[config.mk]
export PLATFORM = sky130hd
export DESIGN_NAME = idp_ram
export DESIGN_NICKNAME = d
export VERILOG_FILES = /design/src/rtl/core/idp_ram.sv
export SDC_FILE = /design/constraint.sdc
export NUM_CORES = 1
export LEC_CHECK = 0
export BUFFER_PORTS_ARGS = -buffer_cell sky130_fd_sc_hd__buf_2
export CAP_MARGIN = 40
export CELL_PAD_IN_SITES_DETAIL_PLACEMENT = 0
export CELL_PAD_IN_SITES_GLOBAL_PLACEMENT = 1
export CORE_MARGIN = 1
export CORE_UTILIZATION = 45
export CTS_CLUSTER_DIAMETER = 200
export DETAILED_ROUTE_END_ITERATION = 8
export HOLD_SLACK_MARGIN = 0.12
export PLACE_DENSITY_LB_ADDON = 0.05
export SLEW_MARGIN = 0
export SYNTH_ARGS = -nofsm -noshare
export SYNTH_HDL_FRONTEND = slang
export SYNTH_SLANG_ARGS = --single-unit
[constraint.sdc]
create_clock -name clk -period 2.45 [get_ports clk]
set_input_delay 0.49 -clock clk [delete_from_list [all_inputs] [get_ports clk]]
set_output_delay 0.49 -clock clk [all_outputs]
set_load 0.01 [all_outputs]
[src/rtl/core/idp_ram.sv]
module idp_ram #(
    parameter int unsigned WIDTH = 8,
    parameter int unsigned DEPTH = 32,
    localparam int unsigned AW = (DEPTH > 1) ? $clog2(DEPTH) : 1
) (
    input  logic             clk,
    input  logic             we,
    input  logic [AW-1:0]    waddr,
    input  logic [WIDTH-1:0] wdata,
    input  logic [AW-1:0]    raddr,
    output logic [WIDTH-1:0] rdata
);

    logic [WIDTH-1:0] mem [DEPTH];

    always_ff @(posedge clk)
    begin
        if (we)
        begin
            mem[waddr] <= wdata;
        end
        rdata <= mem[raddr];
    end

endmodule

==> out/metrics.json <==
{
  "holdCritStartpoint": {"value": "raddr[3]"},
  "drc": {"value": 0},
  "port_buffers": {"value": 27},
  "number_of_flip_flops_and_latches_in_the_synthesized_netlist": {"value": 264},
  "synthTopCellsByCount": {"value": "sky130_fd_sc_hd__edfxtp_1, sky130_fd_sc_hd__mux4_2, sky130_fd_sc_hd__nor2_1"},
  "diodes": {"value": 0},
  "finalWorstPathRequiredPeriod": {"value": 1.92, "unit": "ns"},
  "total_gr_overflow": {"value": 0},
  "fraction_of_registers_with_async_set_reset": {"value": 0},
  "critPathBufInv": {"value": 3},
  "drtAntennaViolNets": {"value": 0},
  "final_layout_size_suffix_gt1_frac": {"value": 0.388},
  "post_cts_hold_buffer_count": {"value": 0},
  "stdcell_area": {"value": 11800, "unit": "sq um"},
  "start_util": {"value": 0.459},
  "critical_path.max_stage_delay": {"value": 0.55, "unit": "ns"},
  "syn_to_final_growth": {"value": 16.9, "unit": "%"},
  "synthCells": {"value": 417},
  "clock.fmax": {"value": 522, "unit": "MHz"},
  "cts_post_setup_buffers_inserted": {"value": 0},
  "dr_total_vias": {"value": 4500},
  "cts.path.max_buffers": {"value": 3},
  "synthMostInstantiatedCell": {"value": "sky130_fd_sc_hd__edfxtp_1"},
  "final.setup.worst_slack": {"value": 0.534, "unit": "ns"},
  "fp.dieArea": {"value": 22900, "unit": "sq um"},
  "timing.critical_path.fanout_max": {"value": 8},
  "worst_skew_pair.late_latency": {"value": 0.52, "unit": "ns"},
  "max_slew_margin": {"value": 0.562},
  "place_hpwl": {"value": 13.6, "unit": "mm"},
  "root_buffer_master": {"value": "sky130_fd_sc_hd__clkbuf_16"},
  "layout.area.seq": {"value": 7850, "unit": "sq um"},
  "synth_simple_gate_area_share": {"value": 0.0207},
  "timing.rr.end": {"value": "rdata[1]$_DFF_P_"},
  "synthTopCellsByArea": {"value": "sky130_fd_sc_hd__edfxtp_1, sky130_fd_sc_hd__mux4_2, sky130_fd_sc_hd__dfxtp_1"},
  "mappedNetlistNets": {"value": 437},
  "cts-buffers-inserted": {"value": 27},
  "htree_levels": {"value": 1},
  "r2r_setup_slack": {"value": 0.61, "unit": "ns"},
  "main_combinational_cell_family_by_area_after_synthesis": {"value": "multiplexers"},
  "synth-adder-area-share": {"value": 0},
  "hold_path_depth": {"value": 2},
  "multi_input_comb_area": {"value": 2100, "unit": "sq um"},
  "worst-r2r-cell-count": {"value": 3},
  "synth_mux_area_frac": {"value": 0.188},
  "clkSinkCount": {"value": 264},
  "total_number_of_placement_rows": {"value": 54},
  "final-max-slew-violation-count": {"value": 0},
  "layout.nets": {"value": 515},
  "yosys_warnings": {"value": 0},
  "finalWeightedCongestion": {"value": 0.722},
  "rsz0062_at_grt": {"value": "false"},
  "synthesized_cell_area": {"value": 10100, "unit": "sq um"},
  "layout.core_utilization": {"value": 0.537},
  "detailed_place.area": {"value": 10900, "unit": "sq um"},
  "gr-usage-all-layers": {"value": 0.201},
  "finalClockSkew": {"value": 0.00867, "unit": "ns"},
  "dr.pass1.iters": {"value": 4},
  "worstPathCellList": {"value": "buf_4, buf_12, buf_12, mux4_2, mux4_2, mux2_2"},
  "die_height": {"value": 151, "unit": "um"},
  "timing.final.hold_violations": {"value": 0},
  "peak_supply_drop": {"value": 0.438, "unit": "mV"},
  "core_area": {"value": 21900, "unit": "sq um"},
  "ioPinCount": {"value": 28},
  "grt_pass1_vias": {"value": 4549},
  "ys_types": {"value": 15},
  "dpl_worst_slack": {"value": -0.00312, "unit": "ns"},
  "path_delay_family": {"value": "multiplexers"},
  "vias_per_cell": {"value": 5.67},
  "slowest_stage": {"value": "sky130_fd_sc_hd__mux4_2"},
  "worstPathArrival": {"value": 2.33, "unit": "ns"},
  "die-width": {"value": 151, "unit": "um"},
  "p_leak": {"value": 3.78, "unit": "nW"},
  "synth-edff-count": {"value": 256},
  "clk_transition_reported_paths": {"value": 0.06, "unit": "ns"},
  "synth-xor-area-share": {"value": 0},
  "synth_compound_area_frac": {"value": 0},
  "filler_cell_count": {"value": 1701},
  "route.final.wire_length": {"value": 21.5, "unit": "mm"},
  "capture_endpoint_of_the_worst_hold_path": {"value": "rdata[4]$_DFF_P_"},
  "powerDensity": {"value": 823, "unit": "nW/um^2"},
  "avgSynthCellArea": {"value": 24.1, "unit": "sq um"},
  "synthFlopType": {"value": "sky130_fd_sc_hd__edfxtp_1"},
  "synth_largest_area_cell": {"value": "sky130_fd_sc_hd__edfxtp_1"},
  "synth_sequential_area_ratio": {"value": 0.781},
  "setup-tns-final": {"value": 0, "unit": "ns"},
  "outcome": {"value": "completed"},
  "start_kind": {"value": "primary input"},
  "final-setup-viol-count": {"value": 0},
  "drt-initial-drc-count": {"value": 382},
  "synth_largest_type_area_fraction": {"value": 0.765},
  "worstHoldPathType": {"value": "in -> reg"},
  "finalCritPeriodShare": {"value": 0.782},
  "worstReg2RegStart": {"value": "mem[30][1]$_DFFE_PP_"},
  "worstSetupEndpointType": {"value": "flop"},
  "worst-slew-pin-transition": {"value": 0.657, "unit": "ns"},
  "grt_first_pass_wirelength": {"value": 31.7, "unit": "mm"},
  "grt_start_max_net_pins": {"value": 33},
  "tritoncts": {"value": "built"},
  "cts_repair_resize_count": {"value": 0},
  "cp.required": {"value": 2.86, "unit": "ns"},
  "antenna_violations_before_repair": {"value": 0},
  "critical_path_class": {"value": "in -> reg"},
  "max_cap_viol_count": {"value": 0},
  "routed_wire_length_per_instance": {"value": 27.1, "unit": "um"}
}
cells in the final DEF, fill, tap and decap left out, types with 3 or more instances in the layout:
cell,synthesis,layout
sky130_fd_sc_hd__edfxtp_1,256,256
sky130_fd_sc_hd__mux4_2,80,80
sky130_fd_sc_hd__buf_4,6,34
sky130_fd_sc_hd__nor2_1,33,33
sky130_fd_sc_hd__clkbuf_16,0,27
sky130_fd_sc_hd__buf_2,1,26
sky130_fd_sc_hd__buf_12,0,9
sky130_fd_sc_hd__mux2_2,8,8
sky130_fd_sc_hd__dfxtp_1,8,8
sky130_fd_sc_hd__nand3b_1,5,5
sky130_fd_sc_hd__clkinv_2,0,5
sky130_fd_sc_hd__clkinv_1,0,4
sky130_fd_sc_hd__bufinv_16,0,4
sky130_fd_sc_hd__clkbuf_1,6,4
sky130_fd_sc_hd__or3b_2,3,3
sky130_fd_sc_hd__clkbuf_8,0,3
state kept, by name, indices dropped and copies added, names as in the netlist:
register  cells
mem         256
rdata         8
area by class of cell:
type	count	share of cell area
Clock inverter	13	0.0136
Sequential cell	264	0.668
Tap cell	280	0.0298
Multi-Input combinational cell	133	0.179
Clock buffer	34	0.0623
Timing Repair Buffer	69	0.0481
stage by stage:
step	total power [mW]	instances	hold WS [ns]
floorplan	5.41	417	0.589
global placement	5.66	746	0.886
detailed placement	5.67	746	0.892
CTS	9.77	793	0.426
global route	9.97	793	0.434
finish	9.68	793	0.438
cells by family after synthesis:
family	after synthesis
flip-flops	264
multiplexers	88
AND/OR/NAND/NOR	45
buffers and inverters	20
worst max path at each step:
stage	from	to	slack, ns	depth (start not counted)
floorplan	raddr[2]	rdata[0]$_DFF_P_	0.16	5
global placement	raddr[0]	rdata[1]$_DFF_P_	0.006	6
detailed placement	raddr[0]	rdata[1]$_DFF_P_	-0.003	6
CTS	raddr[0]	rdata[1]$_DFF_P_	0.54	6
global route	raddr[0]	rdata[1]$_DFF_P_	0.52	6
finish	raddr[0]	rdata[1]$_DFF_P_	0.53	6
per-layer routing:
metal	global-route usage	up-vias	wire, um	part of all wire
li1	-	1935	-	-
met1	0.329	2399	10300	0.48
met2	0.279	136	9370	0.44
met3	0.0335	30	1510	0.070
met4	0.0470	0	343	0.016
met5	0	-	0	0
where the power goes:
| part | total, mW | internal [mW] | switching, mW |
|---|---|---|---|
| registers | 5.05 | 5.02 | 0.0272 |
| logic | 0.509 | 0.231 | 0.278 |
| clock network | 4.12 | 2.51 | 1.61 |
worst reg2reg max path: stages, from the launching register on:
cell,delay [ns]
sky130_fd_sc_hd__edfxtp_1,0.38
sky130_fd_sc_hd__mux4_2,0.51
sky130_fd_sc_hd__mux4_2,0.55
sky130_fd_sc_hd__mux2_2,0.29
(Power assumes the default switching activity.)
