`config.mk`:
```
export PLATFORM = sky130hd
export DESIGN_NAME = idp_freq_div
export DESIGN_NICKNAME = d
export VERILOG_FILES = /design/src/rtl/core/idp_pkg.sv /design/src/rtl/core/idp_freq_div.sv
export SDC_FILE = /design/constraint.sdc
export NUM_CORES = 1
export LEC_CHECK = 0
export BUFFER_PORTS_ARGS = -buffer_cell sky130_fd_sc_hd__buf_4
export CORE_UTILIZATION = 64
export CTS_BUF_LIST = sky130_fd_sc_hd__clkbuf_4 sky130_fd_sc_hd__clkbuf_8 sky130_fd_sc_hd__clkbuf_16
export DETAILED_ROUTE_END_ITERATION = 10
export GPL_TIMING_DRIVEN = 0
export PLACE_DENSITY = 0.83
export SLEW_MARGIN = 10
export SYNTH_ARGS = -nofsm -noshare
export SYNTH_HDL_FRONTEND = slang
export SYNTH_SLANG_ARGS = --single-unit
```
`constraint.sdc`:
```
create_clock -name clk -period 9.5 [get_ports clk]
set_input_delay 0.95 -clock clk [delete_from_list [all_inputs] [get_ports clk]]
set_output_delay 0.95 -clock clk [all_outputs]
set_load 0.02 [all_outputs]
```
`src/rtl/core/idp_pkg.sv`:
```
package idp_pkg;

    localparam int unsigned PENDING_DEPTH_DEF = 32;
    localparam int unsigned STATS_DEPTH_DEF   = 32;

    localparam logic [1:0] CMD_ENTRY  = 2'd0;
    localparam logic [1:0] CMD_EXIT   = 2'd1;
    localparam logic [1:0] CMD_REPORT = 2'd2;

    localparam logic [1:0] REG_WIN_START = 2'd0;
    localparam logic [1:0] REG_WIN_END   = 2'd1;
    localparam logic [1:0] REG_WIN_WIDTH = 2'd2;

    localparam logic [63:0] WIN_END_RST   = 64'hFFFF_FFFF_FFFF_FFFF;
    localparam logic [63:0] WIN_WIDTH_RST = 64'd1000000000;
    localparam logic [29:0] NS_PER_SEC    = 30'd1000000000;

    typedef struct packed {
        logic [1:0]  cmd;
        logic [7:0]  cpu_num;
        logic [9:0]  irq_num;
        logic [63:0] event_time_ns;
    } item_t;

    typedef struct packed {
        logic [7:0]  row_cpu;
        logic [9:0]  row_irq;
        logic [31:0] freq_hz;
        logic [63:0] total_ns;
        logic        dropped;
        logic        last;
    } result_t;

    typedef struct packed {
        logic [7:0]  cpu;
        logic [9:0]  irq;
        logic [63:0] t;
    } pend_t;

    typedef struct packed {
        logic [9:0]  irq;
        logic [7:0]  cpu;
        logic [31:0] hits;
        logic [63:0] total;
    } stat_t;

endpackage

```
`src/rtl/core/idp_freq_div.sv`:
```
module idp_freq_div
    import idp_pkg::*;
(
    input  logic        clk,
    input  logic        rst_n,
    input  logic        start,
    input  logic [31:0] hits,
    input  logic [63:0] width_ns,
    output logic        done,
    output logic [31:0] freq
);

    typedef enum logic [4:0] {
        D_IDLE = 5'b00001,
        D_MUL  = 5'b00010,
        D_CHK  = 5'b00100,
        D_ITER = 5'b01000,
        D_DONE = 5'b10000
    } dstate_t;

    dstate_t     state_reg, state_next;
    logic [31:0] hits_reg, hits_next;
    logic [63:0] den_reg, den_next;
    logic [61:0] num_reg, num_next;
    logic [63:0] rem_reg, rem_next;
    logic [31:0] quo_reg, quo_next;
    logic [4:0]  cnt_reg, cnt_next;
    logic [64:0] trial;

    assign trial = {rem_reg, quo_reg[31]};
    assign done  = (state_reg == D_DONE);
    assign freq  = quo_reg;

    always_comb
    begin
        state_next = state_reg;
        hits_next  = hits_reg;
        den_next   = den_reg;
        num_next   = num_reg;
        rem_next   = rem_reg;
        quo_next   = quo_reg;
        cnt_next   = cnt_reg;
        case (state_reg)
            D_IDLE:
            begin
                if (start)
                begin
                    hits_next  = hits;
                    den_next   = width_ns;
                    state_next = D_MUL;
                end
            end
            D_MUL:
            begin
                num_next   = hits_reg * NS_PER_SEC;
                state_next = D_CHK;
            end
            D_CHK:
            begin
                // quotient needs more than 32 bits when the upper part reaches the divisor
                if (den_reg == 64'd0 || {34'd0, num_reg[61:32]} >= den_reg)
                begin
                    quo_next   = '1;
                    state_next = D_DONE;
                end
                else
                begin
                    rem_next   = {34'd0, num_reg[61:32]};
                    quo_next   = num_reg[31:0];
                    cnt_next   = '0;
                    state_next = D_ITER;
                end
            end
            D_ITER:
            begin
                if (trial >= {1'b0, den_reg})
                begin
                    rem_next = 64'(trial - {1'b0, den_reg});
                    quo_next = {quo_reg[30:0], 1'b1};
                end
                else
                begin
                    rem_next = trial[63:0];
                    quo_next = {quo_reg[30:0], 1'b0};
                end
                cnt_next = 5'(cnt_reg + 5'd1);
                if (cnt_reg == 5'd31)
                begin
                    state_next = D_DONE;
                end
            end
            D_DONE:
            begin
                state_next = D_IDLE;
            end
            default:
            begin
                state_next = D_IDLE;
            end
        endcase
    end

    always_ff @(posedge clk or negedge rst_n)
    begin
        if (!rst_n)
        begin
            state_reg <= D_IDLE;
            cnt_reg   <= '0;
        end
        else
        begin
            state_reg <= state_next;
            cnt_reg   <= cnt_next;
        end
    end

    always_ff @(posedge clk)
    begin
        hits_reg <= hits_next;
        den_reg  <= den_next;
        num_reg  <= num_next;
        rem_reg  <= rem_next;
        quo_reg  <= quo_next;
    end

endmodule

```
==> results of run 1 <==
-- how the worst max path moves through the flow --
stage	from	to	slack, ns	cells after the start
after floorplan	start	den_reg[0]	1.33	2
after global placement	start	hits_reg[19]	-2.20	3
after detailed placement	hits_reg[0]	num_reg[59]	1.96	21
after CTS	hits_reg[0]	num_reg[59]	1.95	21
after global routing	hits_reg[6]	num_reg[59]	1.58	22
final	hits_reg[0]	num_reg[59]	1.91	21
-- metal layers --
metal / vias up / share of wire [%] / GRT usage, %
li1: 9351 / - / -
met2: 657 / 50 / 54.8
met3: 159 / 5.0 / 3.52
met1: 9847 / 41 / 40.0
met4: 0 / 4.5 / 13.0
met5: - / 0 / 0
-- cells in the mapped netlist, types with 4 or more instances --
master / n / area share (%)
nor3_1: 28 / 0.51
nand4_1: 34 / 0.78
nor4_1: 16 / 0.37
mux2i_1: 19 / 0.69
nand2b_1: 15 / 0.34
xor2_1: 44 / 1.4
a31o_2: 7 / 0.22
nand2_1: 118 / 1.6
edfxtp_1: 245 / 27
nor2_1: 178 / 2.4
o21bai_1: 18 / 0.49
and2_1: 10 / 0.23
xnor2_1: 66 / 2.1
and3_1: 22 / 0.50
a2111oi_0: 7 / 0.22
a31oi_1: 19 / 0.43
o2111ai_1: 5 / 0.16
o21ai_0: 97 / 1.8
nor2b_1: 25 / 0.57
dfrtp_1: 9 / 0.82
inv_1: 521 / 7.1
a21o_1: 69 / 1.9
a21oi_1: 184 / 3.4
and4_1: 5 / 0.16
a41o_1: 5 / 0.18
a21boi_0: 4 / 0.11
o21a_1: 16 / 0.44
o21ai_1: 23 / 0.42
o211ai_1: 6 / 0.16
a211oi_1: 11 / 0.30
fa_1: 313 / 23
nand3_1: 29 / 0.53
ha_1: 361 / 16
buf_2: 10 / 0.18
or2_2: 5 / 0.11
clkbuf_1: 48 / 0.66
a211o_1: 5 / 0.16
or3_1: 4 / 0.091
-- critical path, stage by stage, from the launching register on --
cell	delay, ns
edfxtp_1	0.74
fa_1	0.56
fa_1	0.54
inv_1	0.06
fa_1	0.52
fa_1	0.57
fa_1	0.56
inv_1	0.06
fa_1	0.50
fa_1	0.49
ha_1	0.41
o21a_1	0.21
o21ai_0	0.15
a21oi_1	0.12
o21ai_0	0.23
a22oi_1	0.20
a21oi_1	0.33
o21ai_0	0.23
a211oi_1	0.43
o21bai_1	0.11
a21o_1	0.20
xor2_1	0.13
-- area by class of cell --
cell class                      count  area [um2]  share of cell area, %
Buffer                             63         275                  0.912
Tap cell                          539         674                   2.23
Clock inverter                     14         131                  0.435
Timing Repair Buffer              141        1070                   3.56
Inverter                          522        1960                   6.49
Multi-Input combinational cell   1826       17600                   58.3
Sequential cell                   255        7610                   25.2
Clock buffer                       40         863                   2.86
Antenna cell                        2        5.00                 0.0166
-- metrics by stage --
stage          instances  worst slack (ns)  util, %  cell area [um2]
2_1_floorplan       2666              1.33        -            27400
3_3_place_gp        3336             -2.20     69.0            29100
3_5_place_dp        3346              1.96     69.3            29200
4_1_cts             3400              1.95     71.6            30200
5_1_grt             3402              1.58     71.6            30200
6_report            3402              1.91     71.6            30200
-- cell families after synthesis --
logic type                 synth area share, %
AOI/OAI and AO/OA                         11.9
xor gates and xnor gates                  3.51
adders and majority gates                 39.3
buffers and inverters                     8.15
DFF                                       27.7
muxes                                    0.735
and+or+nand+nor                           8.65
==> flow_summary_export.csv, run 1 <==
group,metric,value,unit
sta,setup_violations,0,
clock_network,cts.sinks,255,
grt,grt_pass1_vias,20900,
grt,overflow,0,
synthesis,yosys_register_bits,255,
routing,ant_nets,0,
sta,fmaxAchievable,132,MHz
placed_design,gp_congestion,0.942,
floorplanning,die_area,0.0437,mm2
floorplanning,start_util,65.1,%
sta,hold_slack,0.181,ns
sta,final_max_slew_viol_count,0,
worst_setup_path,critPathLaunchType,"flop",
placed_design,portBuffers,131,
worst_setup_path,ff2ff_path_depth,21,
worst_setup_path,r2r_slack,1.91,ns
synthesis,postSynthCellCount,2666,
worst_setup_path,rr_endpoint,"num_reg[59]",
routing,route.vias.total,20000,
clock_network,clk_pin_slew,0.06,ns
sta,fin_skew,0.00941,ns
clock_network,cts_setup_buffers,0,
worst_setup_path,reg2reg_from,"hits_reg[0]",
worst_setup_path,cp_data_arrival_time,7.93,ns
clock_network,htreeDepth,1,
synthesis,ys_types,76,
worst_setup_path,cp_max_fo,9,
clock_network,cts_max_path_buffers,3,
synthesis,yosys_warnings,0,
floorplanning,fp.dieW,209,um
sta,tightest_slew,1.00,ns
routing,drt_pre_antenna_iters,5,
clock_network,cts_resized,0,
clock_network,cts_made_buffers,29,
run_status,status,"completed",
routing,vias_per_cell,5.88,
cells_and_area,nets,3611,
grt,grt_start_max_net_pins,65,
sta,hold_viol,0,
sta,slew_headroom,32.1,%
synthesis,synth_flop_cell,"edfxtp_1",
sta,period_share,79.9,%
cells_and_area,syn_to_final_growth,10.1,%
floorplanning,ioPinCount,132,
cells_and_area,drive_gt1_share,8.35,%
routing,drtIter0Drc,1357,
placed_design,dp_hpwl,55300,um
grt,grtUsageTotal,31.4,%
routing,drt_wl_total,67200,um
grt,grt_first_pass_wirelength,108000,um
worst_setup_path,critPathKind,"reg2reg",
clock_network,clock-root-buffer,"clkbuf_16",
clock_network,postCtsHoldBufs,0,
sta,min_period,7.59,ns
synthesis,synth_area,0.0274,mm2
synthesis,ys_seq_area_share,27.7,%
routing,avgRoutedWirePerCell,19.7,um
worst_setup_path,worst_setup_path_end_kind,"flop",
synthesis,synth_nets,3439,
floorplanning,rows,75,
floorplanning,fp.dieH,209,um
clock_network,cts_tree,"built",
routing,drc,0,
grt,antenna_found_initial,2,
cells_and_area,mostFrequentLayoutCells,"521 x inv_1, 361 x ha_1, 313 x fa_1",
synthesis,async_flop_share,3.92,%
synthesis,syn_avg_cell_area,10.3,um2
flow_run,cap_viol_max_count,0,
floorplanning,core_area,0.0421,mm2
synthesis,synth_edf_count,245,
clock_network,clock_latency,0.59,ns
cells_and_area,final_common_cell,"inv_1",
sta,rsz0062_at_grt,"false",
hold_path,hold_path_class,"in2async",
worst_setup_path,cp.required,9.84,ns
sta,fin_setup_tns,0,ns
cells_and_area,n_fill_cell,3036,
Power of run 1 is left out: the tool's default activity adds up to more than one toggle a clock period on the data nets, which glitch-free logic cannot reach.
==> inputs of run 2 (changes only) <==
--- a/config.mk
+++ b/config.mk
@@ -5,8 +5,9 @@
 export SDC_FILE = /design/constraint.sdc
 export NUM_CORES = 1
 export LEC_CHECK = 0
+export ABC_AREA = 1
 export BUFFER_PORTS_ARGS = -buffer_cell sky130_fd_sc_hd__buf_4
-export CORE_UTILIZATION = 64
+export CORE_UTILIZATION = 65
 export CTS_BUF_LIST = sky130_fd_sc_hd__clkbuf_4 sky130_fd_sc_hd__clkbuf_8 sky130_fd_sc_hd__clkbuf_16
 export DETAILED_ROUTE_END_ITERATION = 10
 export GPL_TIMING_DRIVEN = 0
==> constraint.sdc (replaced) <==
create_clock -name clk -period 7.05 [get_ports clk]
set_input_delay 0.705 -clock clk [delete_from_list [all_inputs] [get_ports clk]]
set_output_delay 0.705 -clock clk [all_outputs]
set_load 0.02 [all_outputs]
==> run 2 against run 1 <==
Against the previous run:
- clock skew grew 0.011 ns
- clock-buffer cell count shrank 5
- non-clock buffer count shrank 24
- largest cell class unchanged
==> flow_summary_export.csv, run 2 <==
group,metric,value,unit
synthesis,synth_flop_cell,"edfxtp_1",
synthesis,postSynthCellCount,3718,
clock_network,clock_latency,0.62,ns
cells_and_area,syn_to_final_growth,9.65,%
worst_setup_path,ff2ff_path_depth,21,
placed_design,portBuffers,131,
cells_and_area,fin_cells,4520,
worst_setup_path,cp_data_arrival_time,7.14,ns
hold_path,worstHoldStart,"width_ns[57]",
clock_network,cts_made_buffers,30,
clock_network,clock-root-buffer,"clkbuf_16",
worst_setup_path,reg2reg_from,"hits_reg[11]",
sta,period_share,96.1,%
placed_design,dp_hpwl,72500,um
synthesis,yosys.area.top_type,"edfxtp_1",
synthesis,yosys_warnings,0,
worst_setup_path,cp.required,7.41,ns
sta,fmaxAchievable,148,MHz
floorplanning,fp.dieW,218,um
worst_setup_path,r2r_slack,0.28,ns
worst_setup_path,rr_endpoint,"num_reg[59]",
cells_and_area,final_common_cell,"inv_1",
synthesis,yosys-top-cells-count,"891 x inv_1, 876 x nand2_1, 361 x ha_1, 318 x nor2_1, 313 x fa_1",
synthesis,synth_area_leaders,"edfxtp_1 24%, fa_1 21%, ha_1 15%, inv_1 11%, nand2_1 11%",
synthesis,async_flop_share,3.92,%
sta,hold_viol,0,
synthesis,ys_types,44,
routing,avgRoutedWirePerCell,18.9,um
worst_setup_path,critPathKind,"reg2reg",
routing,ant_nets,0,
sta,hold_slack,0.261,ns
grt,grt_pass1_vias,25800,
floorplanning,die_area,0.0476,mm2
floorplanning,start_util,66.4,%
flow_run,cap_viol_max_count,0,
clock_network,htreeDepth,1,
worst_setup_path,cp_max_fo,7,
placed_design,place_ws,0.259,ns
sta,setup_violations,0,
synthesis,yosysMostFrequentCell,"inv_1",
grt,antenna_found_initial,0,
sta,min_period,6.77,ns
cells_and_area,seqCellArea,0.00761,mm2
clock_network,cts_max_path_buffers,3,
grt,grt_first_pass_wirelength,133000,um
sta,rsz0062_at_grt,"false",
floorplanning,core_area,0.0458,mm2
hold_path,hold_path_class,"in2reg",
floorplanning,rows,78,
worst_setup_path,worst_setup_path_end_kind,"flop",
routing,drt_pre_antenna_iters,6,
cells_and_area,multi_input_area,0.0192,mm2
routing,drtIter0Drc,1859,
routing,route.vias.total,24900,
sta,final_max_slew_viol_count,0,
routing,drt_wl_total,85500,um
sta,setup_slack,0.275,ns
synthesis,synth_edf_count,245,
worst_setup_path,critPathLaunchType,"flop",
sta,tightest_slew,1.27,ns
routing,vias_per_cell,5.50,
worst_setup_path,endpoint,"num_reg[59]",
clock_network,cts.sinks,255,
placed_design,gp_congestion,1.02,
clock_network,cts_tree,"built",
clock_network,clk_pin_slew,0.06,ns
floorplanning,fp.dieH,218,um
placed_design,placedCellCount,4461,
worst_setup_path,worstSetupStartpoint,"hits_reg[11]",
synthesis,syn_avg_cell_area,8.17,um2
routing,drc,0,
synthesis,ys_seq_area_share,25.0,%
cells_and_area,n_fill_cell,3565,
run_status,status,"completed",
cells_and_area,drive_gt1_share,6.61,%
synthesis,synth_area,0.0304,mm2
grt,grtUsageTotal,36.6,%
grt,grt_start_max_net_pins,40,
grt,overflow,0,
cells_and_area,diodes,0,
cells_and_area,post-route-util,72.8,%
synthesis,synth_nets,4491,
cells_and_area,mostFrequentLayoutCells,"890 x inv_1, 876 x nand2_1, 361 x ha_1",
cells_and_area,nets,4669,
synthesis,yosys.area.top_type_share,24.2,%
sta,slew_headroom,14.6,%
sta,fin_skew,0.0208,ns
floorplanning,ioPinCount,132,
synthesis,yosys_register_bits,255,
-- run 2: through the flow --
| stage | area (um2) | setup TNS [ns] |
|---|---|---|
| CTS | 33300 | 0 |
| global placement | 32100 | -139.22 |
| detailed placement | 32300 | 0 |
| finish | 33300 | 0 |
| global route | 33300 | 0 |
| floorplan | 30400 | 0 |
-- run 2: how the worst min path moves through the flow --
stage,slack (ns),end,cells past startpoint
final,0.26,den_reg[57],1
after global routing,0.24,den_reg[17],1
after CTS,0.24,den_reg[7],1
after detailed placement,0.47,cnt_reg[4],2
after global placement,0.45,state_reg[2],1
after floorplan,0.41,cnt_reg[0],0
-- run 2: metal layers --
layer | vias to the layer above | global-route usage [%] | routed length [um]
met1 | 11800 | 41.9 | 32200
met2 | 898 | 65.6 | 42600
met5 | - | 0 | 0
met3 | 301 | 4.09 | 4690
li1 | 11900 | - | -
met4 | 0 | 22.5 | 6070
-- run 2: layout make-up --
type	instances	share of cell area, %
Tap cell	600	2.25
Clock buffer	35	2.37
Clock inverter	21	0.571
Timing Repair Buffer	146	3.50
Buffer	34	0.571
Sequential cell	255	22.8
Multi-Input combinational cell	2528	57.7
Inverter	901	10.2
-- run 2: what timing repair did --
action	in CTS	in global routing
hold endpoints to repair	9	0
buffers inserted	0	2
hold buffers	1	0
resized for setup	0	1
endpoints found under the setup margin	0	1
-- run 2: kinds of logic (layout without fill, tap and decap cells) --
logic type / after synthesis / count (layout) / synth area share [%]
simple gates: 1467 / 1467 / 19.8
xor+xnor: 84 / 84 / 2.42
compound gates: 303 / 303 / 5.45
buf+inv: 935 / 1137 / 11.8
fa+ha+maj: 674 / 674 / 35.5
flops: 255 / 255 / 25.0
-- run 2: critical path, cell delays in order (launching register included) --
cell      delay (ns)
edfxtp_1        0.57
inv_1           0.20
fa_1            0.61
fa_1            0.46
fa_1            0.54
fa_1            0.55
fa_1            0.56
inv_1           0.06
fa_1            0.53
inv_1           0.06
fa_1            0.50
inv_1           0.04
ha_1            0.37
nand2_1         0.14
nor2_1          0.19
inv_1           0.08
nor3_1          0.14
inv_1           0.08
o21ai_0         0.47
nand2_1         0.17
nand4_1         0.13
nand2_1         0.06
Power of run 2 is left out for the same reason.
==> inputs of run 3 (changes only) <==
--- a/config.mk
+++ b/config.mk
@@ -12,6 +12,7 @@
 export DETAILED_ROUTE_END_ITERATION = 10
 export GPL_TIMING_DRIVEN = 0
 export PLACE_DENSITY = 0.83
+export REMOVE_ABC_BUFFERS = 1
 export SLEW_MARGIN = 10
 export SYNTH_ARGS = -nofsm -noshare
 export SYNTH_HDL_FRONTEND = slang
==> run 3 against run 2 <==
Against the previous run:
- register-to-register slack lost 0.18 ns
- clock-buffer cell count is the same
- design area is essentially flat
- clock skew grew 0.018 ns
- cell count shrank 0.64%
- flip-flop and latch count is the same
- routed wire length grew 0.36%
- worst hold slack lost 0.014 ns
- maximum frequency shrank 2.5%
- utilization is essentially flat
==> flow_summary_export.csv, run 3 (synthesized netlist as in run 2, its figures left out) <==
group,metric,value,unit
clock_network,cts.sinks,255,
cells_and_area,drive_gt1_share,6.58,%
routing,drt_pre_antenna_iters,6,
floorplanning,start_util,66.4,%
routing,drt_wl_total,85800,um
hold_path,worstHoldStart,"width_ns[38]",
cells_and_area,n_fill_cell,3550,
clock_network,cts_max_path_buffers,3,
routing,ant_nets,0,
routing,avgRoutedWirePerCell,19.1,um
worst_setup_path,cp.required,7.40,ns
sta,setup_violations,0,
clock_network,cts_tree,"built",
cells_and_area,mostFrequentLayoutCells,"890 x inv_1, 876 x nand2_1, 361 x ha_1",
floorplanning,fp.dieW,218,um
worst_setup_path,critPathKind,"reg2reg",
cells_and_area,final_common_cell,"inv_1",
routing,vias_per_cell,5.55,
sta,period_share,98.6,%
hold_path,hold_depth,1,
grt,grt_pass1_vias,25700,
sta,fin_skew,0.0385,ns
worst_setup_path,critPathLaunchType,"flop",
worst_setup_path,cp_max_fo,7,
hold_path,min_delay_worst_endpoint,"den_reg[38]",
placed_design,dp_hpwl,71100,um
cells_and_area,fin_area,0.0333,mm2
worst_setup_path,rr_endpoint,"num_reg[36]",
floorplanning,core_area,0.0458,mm2
placed_design,place_area,0.0322,mm2
grt,grtUsageTotal,36.7,%
worst_setup_path,r2r_slack,0.1,ns
sta,final_max_slew_viol_count,0,
worst_setup_path,ff2ff_path_depth,20,
clock_network,clock-root-buffer,"clkbuf_16",
floorplanning,ioPinCount,132,
sta,fmaxAchievable,144,MHz
cells_and_area,nets,4639,
run_status,status,"completed",
cells_and_area,syn_to_final_growth,9.64,%
worst_setup_path,reg2reg_from,"hits_reg[6]",
flow_run,cap_viol_max_count,0,
sta,tightest_slew,1.09,ns
floorplanning,die_area,0.0476,mm2
sta,hold_viol,0,
grt,grt_start_max_net_pins,86,
sta,min_period,6.95,ns
routing,route.vias.total,24900,
grt,grt_first_pass_wirelength,133000,um
clock_network,htreeDepth,1,
clock_network,cts_resized,0,
worst_setup_path,cp_data_arrival_time,7.30,ns
clock_network,cts_made_buffers,30,
floorplanning,rows,78,
grt,antenna_found_initial,1,
placed_design,gp_congestion,0.997,
routing,drtIter0Drc,1796,
worst_setup_path,worst_setup_path_end_kind,"flop",
hold_path,hold_path_class,"in2reg",
grt,overflow,0,
sta,fin_setup_tns,0,ns
floorplanning,fp.dieH,218,um
sta,rsz0062_at_grt,"false",
placed_design,portBuffers,131,
clock_network,clk_pin_slew,0.07,ns
routing,drc,0,
clock_network,clock_latency,0.63,ns
sta,slew_headroom,27.2,%
## run 3: cell types whose count changed in the layout (fill, tap and decap cells not counted), sizes merged, moves of 2 or more
cell / change
clkinv: -3
clkinvlp: +2
buf: -9
bufinv: +2
clkbuf: -21
## run 3: worst max-delay path by stage
stage	from	end	slack, ns	cells after the start
2_1_floorplan	state_reg[0]	rem_reg[0]	-1.42	7
3_3_place_gp	state_reg[4]	rem_reg[11]	-6.87	7
3_5_place_dp	hits_reg[10]	num_reg[59]	0.28	21
4_1_cts	hits_reg[6]	num_reg[36]	0.21	20
5_1_grt	hits_reg[6]	num_reg[36]	0.001	20
6_report	hits_reg[6]	num_reg[36]	0.1	20
## run 3: layout make-up
type	instances	area [um2]	share of cell area [%]
diodes	1	2.50	0.00751
well taps	600	751	2.25
clock inverters	21	255	0.766
inverters	901	3380	10.2
flip-flops and latches	255	7610	22.8
multi-input cells	2528	19200	57.7
repair buffers	150	1270	3.81
clock buffers	35	807	2.42
## run 3: stage by stage
step | setup WS (ns) | std cells | utilization [%] | hold slack, ns
floorplan | -1.42 | 3684 | - | 0.409
global placement | -6.87 | 4415 | 69.7 | 0.449
detailed placement | 0.284 | 4433 | 70.4 | 0.478
CTS | 0.209 | 4490 | 72.8 | 0.238
global route | 0.00105 | 4491 | 72.8 | 0.245
finish | 0.0991 | 4491 | 72.8 | 0.247
## run 3: layer usage
metal  GRT usage, %  vias up  wire, um
li1               -    11800         -
met1           42.4    11900     32300
met2           66.2      923     43200
met3           3.77      299      4770
met4           20.6        0      5510
met5              0        -         0
## run 3: repair_timing
action,4_1_cts,5_1_grt
hold endpoints to repair,9,0
hold buffers,1,0
buffers inserted,0,0
## run 3: critical path: stages, from the launching register on
cell and delay, ns:
edfxtp_1 0.59, inv_1 0.22, fa_1 0.60, fa_1 0.46, fa_1 0.55, fa_1 0.53
fa_1 0.56, inv_1 0.06, fa_1 0.53, inv_1 0.06, fa_1 0.53, inv_1 0.04
ha_1 0.39, nand2_1 0.12, nor2_1 0.16, inv_1 0.09, nor2_1 0.14, inv_1 0.10
nor4_1 0.41, a21oi_1 0.16, xor2_1 0.42
Power of run 3 is left out for the same reason.
